### src/hdl/pfpcd_pkg.sv
// Shared types and constants for the parity-framed prefix-code decoder.
// No dependencies; imported by every module of the block but the trie RAM.
`timescale 1ns / 1ps
`default_nettype none

package pfpcd_pkg;

   // command codes
   localparam logic [1:0] CMD_CLEAR  = 2'd0;
   localparam logic [1:0] CMD_INSERT = 2'd1;
   localparam logic [1:0] CMD_FEED   = 2'd2;

   localparam int CODE_W     = 16;
   localparam int CODE_IDX_W = 4;
   localparam int LEN_W      = 5;
   localparam int SYM_W      = 8;
   localparam int FRAME_BITS = 9;
   localparam int DATA_BITS  = 8;
   localparam int CNT_W      = 16;

   localparam logic [CNT_W-1:0] MAX_SYMBOLS_RESET = 16'hFFFF;

   typedef struct packed {
      logic [1:0]        command;
      logic [CODE_W-1:0] code_bits;
      logic [LEN_W-1:0]  code_length;
      logic [SYM_W-1:0]  code_symbol;
      logic [3:0]        hex_digit;
   } req_type;

   typedef struct packed {
      logic [SYM_W-1:0] symbol;
      logic             last_of_run;
   } rsp_type;

   // kept frame from the framer
   typedef struct packed {
      logic                 hit;
      logic [DATA_BITS-1:0] data;
   } frame_type;

   // result word handed from the sequencer to the output register
   typedef struct packed {
      logic    valid;
      rsp_type word;
   } push_type;

endpackage

`default_nettype wire

### src/hdl/pfpcd_framer.sv
// Bit framer: expands hex digits MSB first into 9-bit frames, odd parity check.
// Depends on pfpcd_pkg.
`timescale 1ns / 1ps
`default_nettype none

module pfpcd_framer (
   input  wire logic                 clock,
   input  wire logic                 reset,
   input  wire logic                 clear,
   input  wire logic                 feed,
   input  wire logic [3:0]           hex_digit,
   output pfpcd_pkg::frame_type      frame
);
   import pfpcd_pkg::*;

   logic [FRAME_BITS-2:0] shift_ff, shift_in;
   logic [3:0]            fill_ff, fill_in;
   logic [FRAME_BITS-1:0] acc;
   logic [FRAME_BITS-1:0] frm;
   logic [3:0]            cnt;
   logic                  done;

   // at most one frame closes per digit
   always_comb begin
      acc  = {1'b0, shift_ff};
      cnt  = fill_ff;
      frm  = '0;
      done = 1'b0;
      for (int i = 0; i < 4; i++) begin
         acc = {acc[FRAME_BITS-2:0], hex_digit[2'(3 - i)]};
         cnt = cnt + 4'd1;
         if (cnt == 4'(FRAME_BITS)) begin
            frm  = acc;
            done = 1'b1;
            acc  = '0;
            cnt  = '0;
         end
      end
      shift_in   = acc[FRAME_BITS-2:0];
      fill_in    = cnt;
      frame.hit  = done && (^frm);
      frame.data = frm[FRAME_BITS-1:1];
   end

   always_ff @(posedge clock) begin
      if (reset || clear) begin
         shift_ff <= '0;
         fill_ff  <= '0;
      end else if (feed) begin
         shift_ff <= shift_in;
         fill_ff  <= fill_in;
      end
   end

endmodule

`default_nettype wire

### config.mk
export PLATFORM = sky130hd
export DESIGN_NAME = pfpcd_framer
export DESIGN_NICKNAME = d
export VERILOG_FILES = /design/src/hdl/pfpcd_pkg.sv /design/src/hdl/pfpcd_framer.sv
export SDC_FILE = /design/constraint.sdc
export NUM_CORES = 1
export LEC_CHECK = 0
export ABC_AREA = 0
export BUFFER_PORTS_ARGS = -buffer_cell sky130_fd_sc_hd__buf_4
export CAP_MARGIN = 15
export CORE_MARGIN = 2
export CORE_UTILIZATION = 44
export DETAILED_ROUTE_END_ITERATION = 10
export SYNTH_ARGS = -nofsm -noshare
export SYNTH_HDL_FRONTEND = slang
export SYNTH_SLANG_ARGS = --single-unit
### constraint.sdc
create_clock -name clock -period 11.1 [get_ports clock]
set_clock_uncertainty 0.1 [all_clocks]
set_input_delay 0.555 -clock clock [delete_from_list [all_inputs] [get_ports clock]]
set_output_delay 0.555 -clock clock [all_outputs]
set_load 0.005 [all_outputs]
# Yosys cells after proc, flatten, opt, wreduce, memory -nomap -nowiden
# Index checks and enable logic that the tools add are counted.
# totals
ff_bits	12
input_bits	8
output_inout_bits	9
elab_cells	29
# op_classes
n_addsub	4
eq_ne	4
mux	16
n_reduce_logical	3
# op_table
operator	count
$mux W9	4
$mux W8	4
$add A4 B1 Y4 const B	4
$eq A4 B4 Y1 const B	4
$mux W4	4
$reduce_xor A9 Y1	1
$mux W1	4
$logic_and A1 B1 Y1	1
$logic_or A1 B1 Y1	1

# Depth between registers and ports, before layout
# logic_depth
depth_word	14
ltp_mapped	24
mapped_depth_nobuf	21

# Worst setup path before layout
# OpenSTA, ideal clock, no wires.
# synth_path
kind	register to output
startpoint	reg fill_ff[1]
endpoint	out frame[8] (netlist bit)
arrival_ns	4.004
required_ns	10.445
setup_slack_ns	6.441
stages_incl_launch_ff	25
n_path_buf	3
path_cell_list	dfxtp_1 > ha_1 > clkbuf_8 > xnor2_4 > a31oi_1 > inv_1 > ha_1 > nand2b_4 > buf_6 > nor2_2 > inv_1 > nand2_1 > ha_1 > nand2_1 > a31oi_4 > buf_2 > o21bai_1 > ha_1 > nand2_1 > and3b_1 > a21o_2 > a22oi_1 > nor3_2 > xnor2_1 > xnor2_1
# synth_lines
element	line_no	text
start: declaration	pfpcd_framer.sv:17	logic [3:0] fill_ff, fill_in;
start signal: assignment	pfpcd_framer.sv:51	fill_ff <= fill_in;
end: declaration	pfpcd_framer.sv:12	output pfpcd_pkg::frame_type frame

==> impl_metrics.json <==
{
  "slew_headroom_pct": 46.1,
  "min_delay_worst_endpoint": "shift_ff[7]$_SDFFE_PP0P_",
  "worst_hold_path_type": "flip-flop to flip-flop",
  "finalCritPeriodShare_pct": 53.7,
  "synth-async-reset-ratio_pct": 0,
  "fillCellCount": 283,
  "max_clock_freq_mhz": 168,
  "r2r_slack_ns": 6.37,
  "die_w_um": 59.1,
  "worstPathRequired_ns": 10.45,
  "ys_seq_area_share_pct": 15.0,
  "r2r_cells": 19,
  "crit_path_end_kind": "output port",
  "synthFlopType": "dfxtp_1",
  "cpMaxStageDelayCell": "a21oi_1",
  "crit_chain": "ha_1 -> xnor2_4 -> a31oi_1 -> inv_1 -> ha_1 -> nand2b_4 -> nor2_2 -> inv_1 -> nand2_1 -> ha_1 -> nand2_1 -> a31oi_4 -> o21bai_1 -> ha_1 -> nand2_1 -> and3b_1 -> a21oi_1 -> nor3_1 -> a31oi_1 -> xnor2_1 -> xnor2_1 -> buf_4",
  "routed_wl_mm": 2.91,
  "ir_drop_mv": 0.0617,
  "first_iter_violations": 70,
  "ctsHoldBuffers": 0,
  "synth.distinct_cells": 59,
  "path_max_fanout": 14,
  "cts_buffers": 3,
  "viasPerCell": 6.06,
  "syn_area_mm2": 0.00134,
  "cts_sinks": 10,
  "power_density_mw_per_mm2": 54.6,
  "track_usage_pct": 18.2,
  "reg2reg_to": "fill_ff[0]$_SDFFE_PP0P_",
  "grt_max_degree": 17,
  "num_vias": 1188,
  "synth_fp_nets": 176,
  "portBuffers": 14,
  "cts_tree": "yes",
  "total_power_uw": 77.2,
  "path_class": "flip-flop to output port",
  "min_period_ns": 5.96,
  "regToRegStartpoint": "fill_ff[0]$_SDFFE_PP0P_",
  "antenna_found_initial": 0,
  "routedWlPerCell_um": 14.8,
  "die_y_um": 59.1,
  "core_mm2": 0.00283,
  "drive_above_1_share_pct": 23.6,
  "dieArea_mm2": 0.00349,
  "maxCapViolations": 0,
  "grt_pass1_vias": 1144,
  "max_stage_delay_ns": 0.65,
  "tns_ns": 0,
  "cp-start-kind": "flip-flop",
  "stdcell_count": 196,
  "hold_viol_final": 0,
  "syn_to_final_growth_pct": 5.81,
  "ant_nets": 0,
  "syn_inst": 160,
  "ys_ff_latch": 10,
  "hold_start": "shift_ff[7]$_SDFFE_PP0P_",
  "yosysWarningCount": 0,
  "cts_resized": 0,
  "hold_slack_ns": 0.409,
  "firstDrtPassIters": 4,
  "io_pins": 17,
  "report.final.slew_viol_count": 0,
  "syn_avg_cell_area_um2": 8.35,
  "cts_setup_buffers": 0,
  "arrival_ns": 5.31,
  "dp_hpwl_mm": 2.22,
  "overflow": 0,
  "clk_latency_ns": 0.25,
  "initial_utilization_pct": 47.2,
  "leakage_nw": 0.559,
  "final_cell_mix": "a21oi_1, buf_4, nand3_1, nor2_1",
  "clk_pin_slew_ns": 0.06,
  "num_rows": 19,
  "n_antenna_cell": 0,
  "finalSetupViolations": 0,
  "root_buffer": "clkbuf_4",
  "drc": 0,
  "min_delay_path_depth": 1,
  "cts_max_level": 1,
  "synth_edf_count": 0,
  "final_common_cell": "a21oi_1",
  "grt_pass1_wl_mm": 5.06,
  "status": "completed",
  "worst_pin_slew_ns": 0.808,
  "rsz0062_at_grt": "false",
  "cts_buffer_depth": 2,
  "nets": 183,
  "dp.cells": 193,
  "place.gp.congestion": 0.835,
  "timing.critical_path.mode_cell": "ha_1"
}
layout make-up:
cell class,count,area (um2),area share [%]
Multi-Input combinational cell,131,1020,72.2
Sequential cell,10,200,14.2
Timing Repair Buffer,14,105,7.43
Tap cell,31,38.8,2.74
Inverter,7,26.3,1.86
Clock buffer,3,22.5,1.59
worst max-delay path by stage:
stage	start	endpoint	slack, ns	cells past startpoint
after floorplan	fill_ff[1]$_SDFFE_PP0P_	frame[8]	6.44	24
after global placement	fill_ff[0]$_SDFFE_PP0P_	frame[8]	5.52	22
after detailed placement	fill_ff[0]$_SDFFE_PP0P_	frame[8]	5.46	22
after CTS	fill_ff[0]$_SDFFE_PP0P_	frame[8]	5.17	22
after global routing	fill_ff[0]$_SDFFE_PP0P_	frame[8]	4.63	22
final	fill_ff[0]$_SDFFE_PP0P_	frame[8]	5.14	22
cells in the mapped netlist (all sizes together) (5+ instances only):
cell,number,area (um2)
a21oi,17,88.8
nor2,12,47.6
xnor2,12,131
nand2,11,43.8
nand3,11,55.1
dfxtp,10,200
clkbuf,8,50.1
ha,8,100
inv,7,26.3
nand2b,7,51.3
a31oi,5,46.3
power breakdown:
group	internal (mW)	switching [mW]
registers	0.0366	0.00181
logic	0.00781	0.00812
clock network	0.0124	0.0105
worst max-delay path, delay by kind of cell, from the launching register on:
family,cells,cell delay [ns]
AOI/OAI and AO/OA,5,1.60
adders and majority gates,4,1.12
and+or+nand+nor,7,0.93
DFF,1,0.55
xor gates and xnor gates,3,0.48
buffers and inverters,3,0.36
per-layer routing:
metal  part of all wire, %  track usage, %
met5                     0               0
met4                  0.65            6.17
met3                   3.5           0.655
met2                    47            30.3
met1                    49            25.3
flip-flops by register name, summed over array words and instances (netlist names):
register / count
fill_ff: 4
shift_ff: 6
logic make-up (layout without fill, tap and decap cells):
family                     Yosys count  in the layout  share of synthesized area [%]
muxes                                3              3                           2.62
and+or+nand+nor                     57             57                           24.4
adders and majority gates            8              8                           7.49
AOI/OAI and AO/OA                   46             46                           26.6
xor gates and xnor gates            17             17                           15.3
buffers and inverters               19             24                           8.61
DFF                                 10             10                           15.0
per-stage QoR:
step                setup slack (ns)  instance area (um2)  util, %
global placement                5.52                 1390     49.2
floorplan                       6.44                 1340        -
finish                          5.14                 1410     50.0
global route                    4.63                 1410     50.0
CTS                             5.17                 1410     50.0
detailed placement              5.46                 1390     49.2
Note: power is estimated with default switching activity, not from simulation.
